<file path="src/design/rrmt_pkg.sv">
// package for the round-robin miss table: item types, codes and sequencer states
`default_nettype none

package rrmt_pkg;

    typedef enum logic [1:0] {
        ACT_POST   = 2'd0,
        ACT_ISSUE  = 2'd1,
        ACT_RESP   = 2'd2,
        ACT_CANCEL = 2'd3
    } t_action;

    typedef enum logic [1:0] {
        KIND_LOAD  = 2'd0,
        KIND_WAKE  = 2'd1,
        KIND_FREED = 2'd2,
        KIND_MISS  = 2'd3
    } t_kind;

    typedef enum logic [1:0] {
        CS_IDLE  = 2'd0,
        CS_REQ   = 2'd1,
        CS_WAIT  = 2'd2,
        CS_WOKEN = 2'd3
    } t_ctx_st;

    typedef enum logic [3:0] {
        ST_IDLE,
        ST_PORT,
        ST_CSCAN,
        ST_ESCAN,
        ST_ISSUE,
        ST_TRD,
        ST_TCMP,
        ST_RESP,
        ST_CLOSE
    } t_state;

    typedef struct packed {
        logic [1:0]  action;
        logic [2:0]  context_req;
        logic [63:0] line_address;
        logic [1:0]  port_full;
        logic [31:0] resp_tag;
        logic        resp_has_data;
    } t_in_item;

    typedef struct packed {
        logic [1:0]  kind;
        logic        port;
        logic [2:0]  ctx_out;
        logic [63:0] addr_out;
        logic [31:0] tag_out;
        logic        data_present;
        logic        last;
    } t_out_item;

    // sequencer to result queue
    typedef struct packed {
        logic      push;
        logic      close;
        t_out_item item;
    } t_oq_ctl;

    // result queue back to sequencer
    typedef struct packed {
        logic can_push;
        logic pend_valid;
    } t_oq_sts;

endpackage

`default_nettype wire

</file>
<file path="src/design/rrmt_outq.sv">
// result queue: holds one result back until the next one or the item end sets its last flag
`default_nettype none

module rrmt_outq
    import rrmt_pkg::*;
(
    input  wire logic      i_clk,
    input  wire logic      i_rst_n,
    input  wire t_oq_ctl   i_ctl,
    output t_oq_sts        o_sts,
    output logic           o_out_valid,
    input  wire logic      i_out_ready,
    output t_out_item      o_out_item
);

    logic      r_out_v;
    t_out_item r_out;
    logic      r_pend_v;
    t_out_item r_pend;

    logic      out_free;
    logic      can_push;
    logic      do_push;
    logic      do_close;
    t_out_item pend_fin;

    assign out_free = !r_out_v || i_out_ready;
    assign can_push = !r_pend_v || out_free;
    assign do_push  = i_ctl.push && can_push;
    assign do_close = i_ctl.close && can_push && r_pend_v;

    always_comb begin
        pend_fin      = r_pend;
        pend_fin.last = 1'b1;
    end

    always_ff @(posedge i_clk) begin
        if (!i_rst_n) begin
            r_out_v  <= 1'b0;
            r_pend_v <= 1'b0;
        end else begin
            if ((do_push && r_pend_v) || do_close) begin
                r_out_v <= 1'b1;
            end else if (r_out_v && i_out_ready) begin
                r_out_v <= 1'b0;
            end
            if (do_push) begin
                r_pend_v <= 1'b1;
            end else if (do_close) begin
                r_pend_v <= 1'b0;
            end
        end
    end

    always_ff @(posedge i_clk) begin
        if (do_push) begin
            if (r_pend_v) begin
                r_out <= r_pend;
            end
            r_pend <= i_ctl.item;
        end else if (do_close) begin
            r_out <= pend_fin;
        end
    end

    assign o_sts.can_push   = can_push;
    assign o_sts.pend_valid = r_pend_v;
    assign o_out_valid      = r_out_v;
    assign o_out_item       = r_out;

endmodule

`default_nettype wire

</file>
<file path="src/design/round_robin_miss_table_issue.sv">
// top level: context request table, miss table and the scan sequencer
`default_nettype none

// Miss table with round-robin issue. Posts and cancels are taken in the idle
// state. An issue tick handles the memory ports in order; for each port that is
// not full one scan counter walks the contexts from the round-robin pointer (one
// context a cycle, up to NUM_CTX) and then the miss table for the lowest free
// entry (one entry a cycle, up to NUM_CTX), stopping when no context requests or
// the table is full. A response walks the table for its tag (registered read of
// the table memory, then a compare), up to NUM_CTX entries. The input is ready
// again once the last result of an item sits in the output register.
module round_robin_miss_table_issue
    import rrmt_pkg::*;
#(
    parameter int NUM_CTX   = 8,
    parameter int NUM_PORTS = 2
) (
    input  wire logic      i_clk,
    input  wire logic      i_rst_n,
    input  wire logic      i_in_valid,
    output logic           o_in_ready,
    input  wire t_in_item  i_in_item,
    output logic           o_out_valid,
    input  wire logic      i_out_ready,
    output t_out_item      o_out_item
);

    localparam int CIW = (NUM_CTX > 1) ? $clog2(NUM_CTX) : 1;
    localparam int PW  = (NUM_PORTS > 1) ? $clog2(NUM_PORTS) : 1;
    localparam logic [CIW-1:0] CTX_LAST  = CIW'(NUM_CTX - 1);
    localparam logic [PW-1:0]  PORT_LAST = PW'(NUM_PORTS - 1);

    function automatic logic [CIW-1:0] inc_wrap(input logic [CIW-1:0] v);
        logic [CIW-1:0] r;
        r = (v == CTX_LAST) ? '0 : v + 1'b1;
        return r;
    endfunction

    t_state   r_state;
    t_state   n_state;

    // context table and miss table valid bits
    t_ctx_st        r_ctx_state [NUM_CTX];
    logic [NUM_CTX-1:0] r_ent_v;
    logic [CIW-1:0] r_rr;
    logic [31:0]    r_tag_ctr;

    // memories
    logic [63:0]    ctx_line   [NUM_CTX];
    logic [63:0]    ent_addr   [NUM_CTX];
    logic [CIW-1:0] ent_waiter [NUM_CTX];
    logic [31:0]    ent_tag    [NUM_CTX];
    logic [63:0]    r_line_rd;
    logic [63:0]    r_ent_addr_rd;
    logic [CIW-1:0] r_ent_waiter_rd;
    logic [31:0]    r_ent_tag_rd;

    // per-item working registers
    logic [1:0]     r_full;
    logic [31:0]    r_rtag;
    logic           r_has_data;
    logic [PW-1:0]  r_port;
    logic [CIW-1:0] r_idx;
    logic [CIW-1:0] r_cnt;
    logic [CIW-1:0] r_leader;
    logic           r_hit;

    t_oq_ctl oq_ctl;
    t_oq_sts oq_sts;

    logic           in_fire;
    t_action        in_act;
    logic           cx_in_rng;
    logic [CIW-1:0] cx_idx;
    logic           port_blk;
    logic           port_last;
    logic           cnt_last;
    logic           is_req;
    logic           ent_free;
    logic           tag_match;
    logic           wake;

    assign in_fire   = i_in_valid && o_in_ready;
    assign in_act    = t_action'(i_in_item.action);
    assign cx_in_rng = int'(i_in_item.context_req) < NUM_CTX;
    assign cx_idx    = CIW'(i_in_item.context_req);
    // only the first two ports have a full bit
    assign port_blk  = (int'(r_port) < 2) && r_full[r_port[0]];
    assign port_last = (r_port == PORT_LAST);
    assign cnt_last  = (r_cnt == CTX_LAST);
    assign is_req    = (r_ctx_state[r_idx] == CS_REQ);
    assign ent_free  = !r_ent_v[r_idx];
    assign tag_match = r_ent_v[r_idx] && (r_ent_tag_rd == r_rtag);
    assign wake      = (r_ctx_state[r_ent_waiter_rd] == CS_WAIT);

    rrmt_outq u_outq (
        .i_clk       (i_clk),
        .i_rst_n     (i_rst_n),
        .i_ctl       (oq_ctl),
        .o_sts       (oq_sts),
        .o_out_valid (o_out_valid),
        .i_out_ready (i_out_ready),
        .o_out_item  (o_out_item)
    );

    // next state
    always_comb begin
        n_state = r_state;
        unique case (r_state)
            ST_IDLE: begin
                if (in_fire) begin
                    if (in_act == ACT_ISSUE) begin
                        n_state = ST_PORT;
                    end else if (in_act == ACT_RESP) begin
                        n_state = ST_TRD;
                    end
                end
            end
            ST_PORT: begin
                if (!port_blk) begin
                    n_state = ST_CSCAN;
                end else if (port_last) begin
                    n_state = ST_CLOSE;
                end
            end
            ST_CSCAN: begin
                if (is_req) begin
                    n_state = ST_ESCAN;
                end else if (cnt_last) begin
                    n_state = ST_CLOSE;
                end
            end
            ST_ESCAN: begin
                if (ent_free || cnt_last) begin
                    n_state = ST_ISSUE;
                end
            end
            ST_ISSUE: begin
                if (oq_sts.can_push) begin
                    n_state = (!r_hit || port_last) ? ST_CLOSE : ST_PORT;
                end
            end
            ST_TRD: n_state = ST_TCMP;
            ST_TCMP: begin
                n_state = (tag_match || cnt_last) ? ST_RESP : ST_TRD;
            end
            ST_RESP: begin
                if (oq_sts.can_push) begin
                    n_state = ST_CLOSE;
                end
            end
            ST_CLOSE: begin
                if (oq_sts.can_push) begin
                    n_state = ST_IDLE;
                end
            end
            default: n_state = ST_IDLE;
        endcase
    end

    // outputs of the sequencer
    always_comb begin
        o_in_ready = 1'b0;
        oq_ctl     = '0;
        unique case (r_state)
            ST_IDLE: o_in_ready = 1'b1;
            ST_ISSUE: begin
                oq_ctl.push      = oq_sts.can_push;
                oq_ctl.item.port = r_port[0];
                if (r_hit) begin
                    oq_ctl.item.kind     = KIND_LOAD;
                    oq_ctl.item.ctx_out  = 3'(r_leader);
                    oq_ctl.item.addr_out = r_line_rd;
                    oq_ctl.item.tag_out  = r_tag_ctr;
                end else begin
                    oq_ctl.item.kind = KIND_MISS;
                end
            end
            ST_RESP: begin
                oq_ctl.push         = oq_sts.can_push;
                oq_ctl.item.tag_out = r_rtag;
                if (!r_hit) begin
                    oq_ctl.item.kind = KIND_MISS;
                end else begin
                    oq_ctl.item.kind         = wake ? KIND_WAKE : KIND_FREED;
                    oq_ctl.item.ctx_out      = 3'(r_ent_waiter_rd);
                    oq_ctl.item.addr_out     = r_ent_addr_rd;
                    oq_ctl.item.data_present = wake && r_has_data;
                end
            end
            ST_CLOSE: oq_ctl.close = oq_sts.can_push;
            default: ;
        endcase
    end

    // control state
    always_ff @(posedge i_clk) begin
        if (!i_rst_n) begin
            r_state <= ST_IDLE;
            for (int i = 0; i < NUM_CTX; i++) begin
                r_ctx_state[i] <= CS_IDLE;
            end
            r_ent_v   <= '0;
            r_rr      <= '0;
            r_tag_ctr <= '0;
        end else begin
            r_state <= n_state;
            unique case (r_state)
                ST_IDLE: begin
                    if (in_fire && cx_in_rng) begin
                        if (in_act == ACT_POST) begin
                            r_ctx_state[cx_idx] <= CS_REQ;
                        end else if (in_act == ACT_CANCEL) begin
                            r_ctx_state[cx_idx] <= CS_IDLE;
                        end
                    end
                end
                ST_CSCAN: begin
                    if (is_req) begin
                        r_rr <= inc_wrap(r_idx);
                    end
                end
                ST_ISSUE: begin
                    if (oq_ctl.push && r_hit) begin
                        r_ent_v[r_idx]        <= 1'b1;
                        r_tag_ctr             <= r_tag_ctr + 32'd1;
                        r_ctx_state[r_leader] <= CS_WAIT;
                    end
                end
                ST_RESP: begin
                    if (oq_ctl.push && r_hit) begin
                        r_ent_v[r_idx] <= 1'b0;
                        if (wake) begin
                            r_ctx_state[r_ent_waiter_rd] <= CS_WOKEN;
                        end
                    end
                end
                default: ;
            endcase
        end
    end

    // scan counter and per-item registers
    always_ff @(posedge i_clk) begin
        unique case (r_state)
            ST_IDLE: begin
                if (in_fire) begin
                    r_full     <= i_in_item.port_full;
                    r_rtag     <= i_in_item.resp_tag;
                    r_has_data <= i_in_item.resp_has_data;
                    r_port     <= '0;
                    r_idx      <= '0;
                    r_cnt      <= '0;
                end
            end
            ST_PORT: begin
                if (!port_blk) begin
                    r_idx <= r_rr;
                    r_cnt <= '0;
                end else if (!port_last) begin
                    r_port <= r_port + 1'b1;
                end
            end
            ST_CSCAN: begin
                if (is_req) begin
                    r_leader <= r_idx;
                    r_idx    <= '0;
                    r_cnt    <= '0;
                end else begin
                    r_idx <= inc_wrap(r_idx);
                    r_cnt <= r_cnt + 1'b1;
                end
            end
            ST_ESCAN: begin
                if (ent_free) begin
                    r_hit <= 1'b1;
                end else if (cnt_last) begin
                    r_hit <= 1'b0;
                end else begin
                    r_idx <= inc_wrap(r_idx);
                    r_cnt <= r_cnt + 1'b1;
                end
            end
            ST_ISSUE: begin
                if (oq_ctl.push && r_hit && !port_last) begin
                    r_port <= r_port + 1'b1;
                end
            end
            ST_TCMP: begin
                if (tag_match) begin
                    r_hit <= 1'b1;
                end else if (cnt_last) begin
                    r_hit <= 1'b0;
                end else begin
                    r_idx <= inc_wrap(r_idx);
                    r_cnt <= r_cnt + 1'b1;
                end
            end
            default: ;
        endcase
    end

    // context line memory: written by a post, read for the chosen context
    always_ff @(posedge i_clk) begin
        if (r_state == ST_IDLE && in_fire && in_act == ACT_POST && cx_in_rng) begin
            ctx_line[cx_idx] <= i_in_item.line_address;
        end
        if (r_state == ST_CSCAN) begin
            r_line_rd <= ctx_line[r_idx];
        end
    end

    // miss table memory: written at issue, read during the tag search
    always_ff @(posedge i_clk) begin
        if (r_state == ST_ISSUE && oq_ctl.push && r_hit) begin
            ent_addr[r_idx]   <= r_line_rd;
            ent_waiter[r_idx] <= r_leader;
            ent_tag[r_idx]    <= r_tag_ctr;
        end
        if (r_state == ST_TRD) begin
            r_ent_addr_rd   <= ent_addr[r_idx];
            r_ent_waiter_rd <= ent_waiter[r_idx];
            r_ent_tag_rd    <= ent_tag[r_idx];
        end
    end

`ifndef SYNTHESIS
    a_idle_no_pending: assert property (@(posedge i_clk) disable iff (!i_rst_n)
        r_state == ST_IDLE |-> !oq_sts.pend_valid)
        else $error("pending result left over at item end");

    a_tag_advance: assert property (@(posedge i_clk) disable iff (!i_rst_n)
        (r_state == ST_ISSUE && oq_ctl.push && r_hit)
            |=> r_tag_ctr == $past(r_tag_ctr) + 32'd1)
        else $error("tag counter did not advance on issue");

    a_rr_range: assert property (@(posedge i_clk) disable iff (!i_rst_n)
        r_rr <= CTX_LAST)
        else $error("round-robin pointer out of range");

    a_load_from_req: assert property (@(posedge i_clk) disable iff (!i_rst_n)
        (oq_ctl.push && r_state == ST_ISSUE && r_hit) |-> r_ctx_state[r_leader] == CS_REQ)
        else $error("load issued for a context that is not requesting");

    a_free_entry: assert property (@(posedge i_clk) disable iff (!i_rst_n)
        (oq_ctl.push && r_state == ST_ISSUE && r_hit) |-> !r_ent_v[r_idx])
        else $error("load allocated into a busy entry");
`endif

endmodule

`default_nettype wire

</file>
<file path="config.mk">
export PLATFORM = sky130hd
export DESIGN_NAME = round_robin_miss_table_issue
export DESIGN_NICKNAME = d
export VERILOG_FILES = /design/src/design/rrmt_pkg.sv /design/src/design/rrmt_outq.sv /design/src/design/round_robin_miss_table_issue.sv
export SDC_FILE = /design/constraint.sdc
export NUM_CORES = 2
export LEC_CHECK = 0
export BUFFER_PORTS_ARGS = -buffer_cell sky130_fd_sc_hd__clkbuf_2
export CAP_MARGIN = 20
export CELL_PAD_IN_SITES_DETAIL_PLACEMENT = 1
export CELL_PAD_IN_SITES_GLOBAL_PLACEMENT = 1
export CORE_ASPECT_RATIO = 2
export CORE_MARGIN = 1
export CORE_UTILIZATION = 55
export DETAILED_ROUTE_END_ITERATION = 10
export GPL_ROUTABILITY_DRIVEN = 1
export HOLD_SLACK_MARGIN = 0.1
export PLACE_DENSITY = 0.9
export SLEW_MARGIN = 20
export SYNTH_ARGS = -nofsm -noshare
export SYNTH_HDL_FRONTEND = slang
export SYNTH_SLANG_ARGS = --single-unit
</file>
<file path="constraint.sdc">
create_clock -name i_clk -period 15.2 [get_ports i_clk]
set_clock_uncertainty 0.1 [all_clocks]
set_input_delay 1.52 -clock i_clk [delete_from_list [all_inputs] [get_ports i_clk]]
set_output_delay 1.52 -clock i_clk [all_outputs]
set_load 0.02 [all_outputs]
</file>
# ---- Word-level counts from Yosys, hierarchy flattened
# Memory sizes are Yosys's and may differ from the RTL's. A register that Yosys moved wholly into a read port is not among the register bits.
# Cells that the tools add are included.
dict set report word_totals {
  reg_bits 302
  mem_bits_rw 1320
  out_inout_bits 106
  n_memories 5
}
# name words width read_ports rd_clocked_by_memory_dff write_ports line
set mem_list {}
lappend mem_list {ctx_line 8 64 1 1 1 round_robin_miss_table_issue.sv:49} ;# logic [63:0] ctx_line [NUM_CTX];
lappend mem_list {ent_addr 8 64 1 1 1 round_robin_miss_table_issue.sv:50} ;# logic [63:0] ent_addr [NUM_CTX];
lappend mem_list {ent_tag 8 32 1 1 1 round_robin_miss_table_issue.sv:52} ;# logic [31:0] ent_tag [NUM_CTX];
lappend mem_list {ent_waiter 8 3 1 1 1 round_robin_miss_table_issue.sv:51} ;# logic [CIW-1:0] ent_waiter [NUM_CTX];
lappend mem_list {r_ctx_state 8 2 2 1 8 round_robin_miss_table_issue.sv:43} ;# t_ctx_st r_ctx_state [NUM_CTX];
dict set report classes {
  n_addsub 4
  order_cmp 3
  eq_ne 32
  muxes 99
  bitwise 4
  reduce_logical 47
}
# cell n
set op_table {}
lappend op_table {{$mux 104} 3}
lappend op_table {{$pmux 99 s2} 1}
lappend op_table {{$mux 99} 1}
lappend op_table {{$mux 67} 1}
lappend op_table {{$mux 3} 16}
lappend op_table {{$mux 4} 12}
lappend op_table {{$mux 1} 46}
lappend op_table {{$pmux 4 s9} 1}
lappend op_table {{$add 32x1->32 const B} 1}
lappend op_table {{$eq 32x32->1} 1}
lappend op_table {{$pmux 3 s5} 2}
lappend op_table {{$ne 2x2->1 const B} 9}
lappend op_table {{$eq 4x3->1 const B} 4}
lappend op_table {{$mux 2} 8}
lappend op_table {{$mux 8} 2}
lappend op_table {{$pmux 8 s2} 1}
lappend op_table {{$logic_and 1x1->1} 15}
lappend op_table {{$reduce_and 2->1} 5}
lappend op_table {{$ne 3x3->1 const B} 3}
lappend op_table {{$and 8x8->8} 1}
lappend op_table {{$eq 4x2->1 const B} 2}
lappend op_table {{$ne 2x1->1 const B} 4}
lappend op_table {{$not 8->8} 1}
lappend op_table {{$or 8x8->8} 1}
lappend op_table {{28 further kinds} 48}

# ---- Logic depth before layout (Yosys ltp)
dict set report logic_depth {
  ltp_word 12
  mapped_depth 10
  mapped_depth_nobuf 7
}

# ---- Cells and area by module
# Synthesis repeated with hierarchy kept, for this count alone.
dict set report hier_totals {
  cells_unflattened 3369
  hier_area_um2 63812.5
}
# module instances cells_per_inst area_each_um2 seq_area_each_um2
set by_module_without_submodules {}
lappend by_module_without_submodules {round_robin_miss_table_issue 1 3147 57447.6 46915.0}
lappend by_module_without_submodules {rrmt_outq 1 222 6364.9 6286.0}

# ---- Least setup slack after synthesis
# OpenSTA, ideal clock, no wires.
dict set report synth_path {
  path_type {in2reg}
  from {input port i_out_ready}
  to {register u_outq.r_pend, in the netlist u_outq.pend_fin[100], enable pin}
  setup_time_ns 0.712
  t_arrival_ns 9.116
  required_ns 14.388
  slack_ns 5.271
  cell_stages 3
  cell_sequence {nand2b_1 > nor2_1 > nor3_1}
}
dict set report synth_via {
  elab_chain_len 4
}
# element line
set synth_rtl {}
lappend synth_rtl {{start, declared} round_robin_miss_table_issue.sv:24} ;# input wire logic i_out_ready,
lappend synth_rtl {{$logic_or 1x1->1 (*)} rrmt_outq.sv:27} ;# assign out_free = !r_out_v || i_out_ready;
lappend synth_rtl {{$logic_or 1x1->1 (*)} rrmt_outq.sv:28} ;# assign can_push = !r_pend_v || out_free;
lappend synth_rtl {{$mux 1} round_robin_miss_table_issue.sv:165} ;# unique case (r_state)
lappend synth_rtl {{$logic_and 1x1->1 (*)} rrmt_outq.sv:29} ;# assign do_push = i_ctl.push && can_push;
lappend synth_rtl {{net u_outq.do_push} rrmt_outq.sv:23} ;# logic do_push;
lappend synth_rtl {{end signal, assigned} rrmt_outq.sv:60} ;# r_pend <= i_ctl.item;
lappend synth_rtl {{end, declared} rrmt_outq.sv:19} ;# t_out_item r_pend;
# Mark *: on every way through the listed nets, which the timed path passes. The rest lies on a longest branch.
# A chain may end at the register's enable or synchronous reset.

==> results.yml <==
status:
  status: "completed"
sta:
  max_slew_margin_pct: 19.9
  fmax_mhz: 186
  finalCriticalPeriod_ps: 5370
  drv_slew: 0
  setup_violations: 0
  fin_crit_sh_pct: 35.4
  rsz0062_at_grt: "false"
  worstMarginPinSlew_ps: 1200
  worst_slack_ps: 9830
  hold_viol_final: 0
  tns_ps: 0
clock_network:
  hold_buffers: 0
  cts_tree: "done"
  htreeDepth: 4
  clk_latency_ps: 800
  cts.sinks: 1788
  clk_pin_slew_ps: 80
  numCtsBuffers: 145
  post_cts_resized: 0
  root_buffer: "clkbuf_16"
  cts_buffer_depth: 3
  cts_setup_buffers: 0
placed_design:
  gp_congestion: 0.837
  post-place-ws_ps: 10020
  place_inst: 5018
  post-dp-hpwl_um: 113000
  port_buffers: 213
logic_synthesis:
  synth_top_family_by_area: "compound AO/OA/AOI/OAI gates"
  synth.area.mux_share_pct: 2.09
  yosysWarnings: 0
  synth_area_sq_um: 64400
  synth-simple-area-share_pct: 3.68
  syn_inst: 3415
  ys_seq_area_share_pct: 82.5
  async_reset_ff_share_pct: 0
  synth-seq-cells: 1788
  synth-compound-area-share_pct: 9.47
  synthesis.nets: 3531
  syn_area_per_cell_sq_um: 18.9
  synthAdderAreaFrac_pct: 0.155
  synth_top_flop_cell: "edfxtp_1"
  synth-xor-area-share_pct: 0.816
  ys_types: 65
  synth-edff-count: 1736
critical_path:
  worstSetupEndpointType: "flip-flop"
  worstSetupPathType: "flip-flop to flip-flop"
  cp_max_fo: 51
  timing.critical_path.cells: "buf_4 > buf_4 > buf_4 > and3_4 > buf_4 > buf_4 > a22oi_1 > nand4_1"
  crit_top_cell: "buf_4"
  cpPeakStageDelay_ps: 880
  cp_num_buf_inv: 5
  critical_path_depth: 8
  required_ps: 15750
  start_kind: "flip-flop"
  path_delay_family: "buffers and inverters"
  cp_slowest_cell: "and3_4"
  arrival_ps: 5920
  r2r_cells: 8
power:
  power_density_nw_per_um2: 179
  p_clk_share_pct: 30.5
  seqPwrFrac_pct: 49.3
  power_leakage_nw: 22.6
  p_int_mw: 8.87
  p_comb_share_pct: 20.3
  vdd_drop_max_mv: 0.165
  swShare_pct: 31.3
  switchingPower_mw: 4.04
floorplan:
  core_area_sq_um: 116000
  die_h_um: 486
  initial_core_util_pct: 55.4
  rows: 177
  die_w_um: 244
  dieArea_sq_um: 119000
  pin_count: 214
grt:
  busiest_layer: "met2"
  antenna_found_initial: 15
  grt_max_degree: 114
  grt_pass1_wl_um: 291000
  grtUsageMet2_pct: 58.9
  grt_pass1_vias: 39000
  grt.total_usage_pct: 34.8
  grtUsageMet3_pct: 5.84
  met1_usage_pct: 41.3
  gr-total-overflow: 0
drt:
  wl_per_cell_um: 39.1
  dr.pass1.iters: 9
  routed_wl_um: 207000
  via_per_inst: 7.17
  vias: 37900
  drtAntennaViolNets: 0
  drc_errors: 0
  drtIter0Drc: 6075
cells_and_area:
  final_cell_mix: "1736 x edfxtp_1, 508 x a22oi_1, 213 x clkbuf_2"
  layout_commonest_cell: "edfxtp_1"
  final_cells: 5288
  syn_to_final_growth_pct: 12.0
  drive_gt1_share_pct: 16.3
  final_util_pct: 62.0
  layout.nets: 3760
job:
  maxCapViolations: 0
min_path:
  hold_path.class: "flip-flop to flip-flop"
  worstHoldPathCells: 0
==> synth_stat cells, types with 3 or more instances <==
cell type,count,share of area [%]
nor2_1,106,0.62
o21ai_0,39,0.30
edfxtp_1,1736,81
buf_1,22,0.13
buf_2,9,0.070
a22oi_1,508,5.9
a22o_1,132,1.8
o221ai_1,6,0.082
a311oi_1,3,0.041
a32oi_1,4,0.054
mux2_2,49,0.86
and2_1,15,0.15
or3_1,7,0.068
nor3b_1,3,0.035
a21oi_1,31,0.24
nand3_1,52,0.40
a221oi_1,16,0.22
xnor2_1,6,0.082
and3_1,5,0.049
nor3_1,12,0.093
and4_1,6,0.082
dfxtp_1,52,1.6
nand2_1,58,0.34
a221o_1,7,0.11
nand3b_1,3,0.035
mux4_2,20,0.70
or2_2,3,0.029
mux2i_1,30,0.47
ha_1,8,0.16
clkbuf_1,164,0.96
inv_1,18,0.10
xor2_1,54,0.73
nand2b_1,18,0.17
nor2b_1,14,0.14
nor4_1,10,0.097
nand4_1,112,1.1
a31oi_1,22,0.21
a222oi_1,17,0.26
mux2_4,3,0.070
a211oi_1,5,0.058
==> final timing paths <==
kind / from / end / slack (ps)
hold / removal: u_outq.pend_fin[45] / u_outq.o_out_item[45] / 310
setup reg to reg: r_idx[2] / r_ent_addr_rd[5] / 9830
hold reg to reg: u_outq.pend_fin[45] / u_outq.o_out_item[45] / 310
setup / recovery: r_idx[2] / r_ent_addr_rd[5] / 9830
==> layer usage <==
| metal | part of all wire (%) | routed length [um] | up-vias |
|---|---|---|---|
| li1 | - | - | 14500 |
| met1 | 32 | 66300 | 19100 |
| met2 | 50 | 104000 | 3489 |
| met3 | 10 | 21200 | 796 |
| met4 | 7.5 | 15500 | 14 |
| met5 | 0.044 | 91 | - |
==> metrics by stage <==
| step | instance area, sq um | hold WS, ps | power (mW) |
|---|---|---|---|
| 6_report | 72100 | 312 | 12.9 |
| 5_1_grt | 72100 | 330 | 13.1 |
| 4_1_cts | 72100 | 318 | 12.8 |
| 3_5_place_dp | 67400 | 306 | 8.87 |
| 3_3_place_gp | 67400 | 300 | 8.64 |
| 2_1_floorplan | 64400 | 300 | 7.82 |
==> area by class of cell <==
class / count / area [sq um]
Antenna cell: 7 / 17.5
Fill cell: 9816 / 44100
Inverter: 18 / 67.6
Clock inverter: 85 / 870
Clock buffer: 178 / 3880
Timing Repair Buffer: 278 / 1590
Tap cell: 1521 / 1900
Multi-Input combinational cell: 1413 / 10600
Sequential cell: 1788 / 53200
==> sequential cells by signal (all words and copies together) (netlist names), 64 cells and up, named ones only <==
signal	flops
u_outq.o_out_item	104
u_outq.pend_fin	103
r_ent_addr_rd	64
r_line_rd	64
ctx_line	512
ent_addr	512
ent_tag	256
==> cell families after synthesis <==
family	Yosys count
DFF	1788
AOI/OAI and AO/OA	804
and+or+nand+nor	439
buffers and inverters	214
muxes	102
xor gates and xnor gates	60
adders and majority gates	8
==> power by group through the flow <==
stage / registers (mW) / logic, mW / clock network (mW)
after floorplan: 6.32 / 1.50 / 0
after global placement: 6.37 / 2.28 / 0
after detailed placement: 6.42 / 2.45 / 0
after CTS: 6.34 / 2.57 / 3.94
after global routing: 6.36 / 2.69 / 4.06
final: 6.36 / 2.62 / 3.93
No activity file was read; power rests on OpenSTA's default activity.
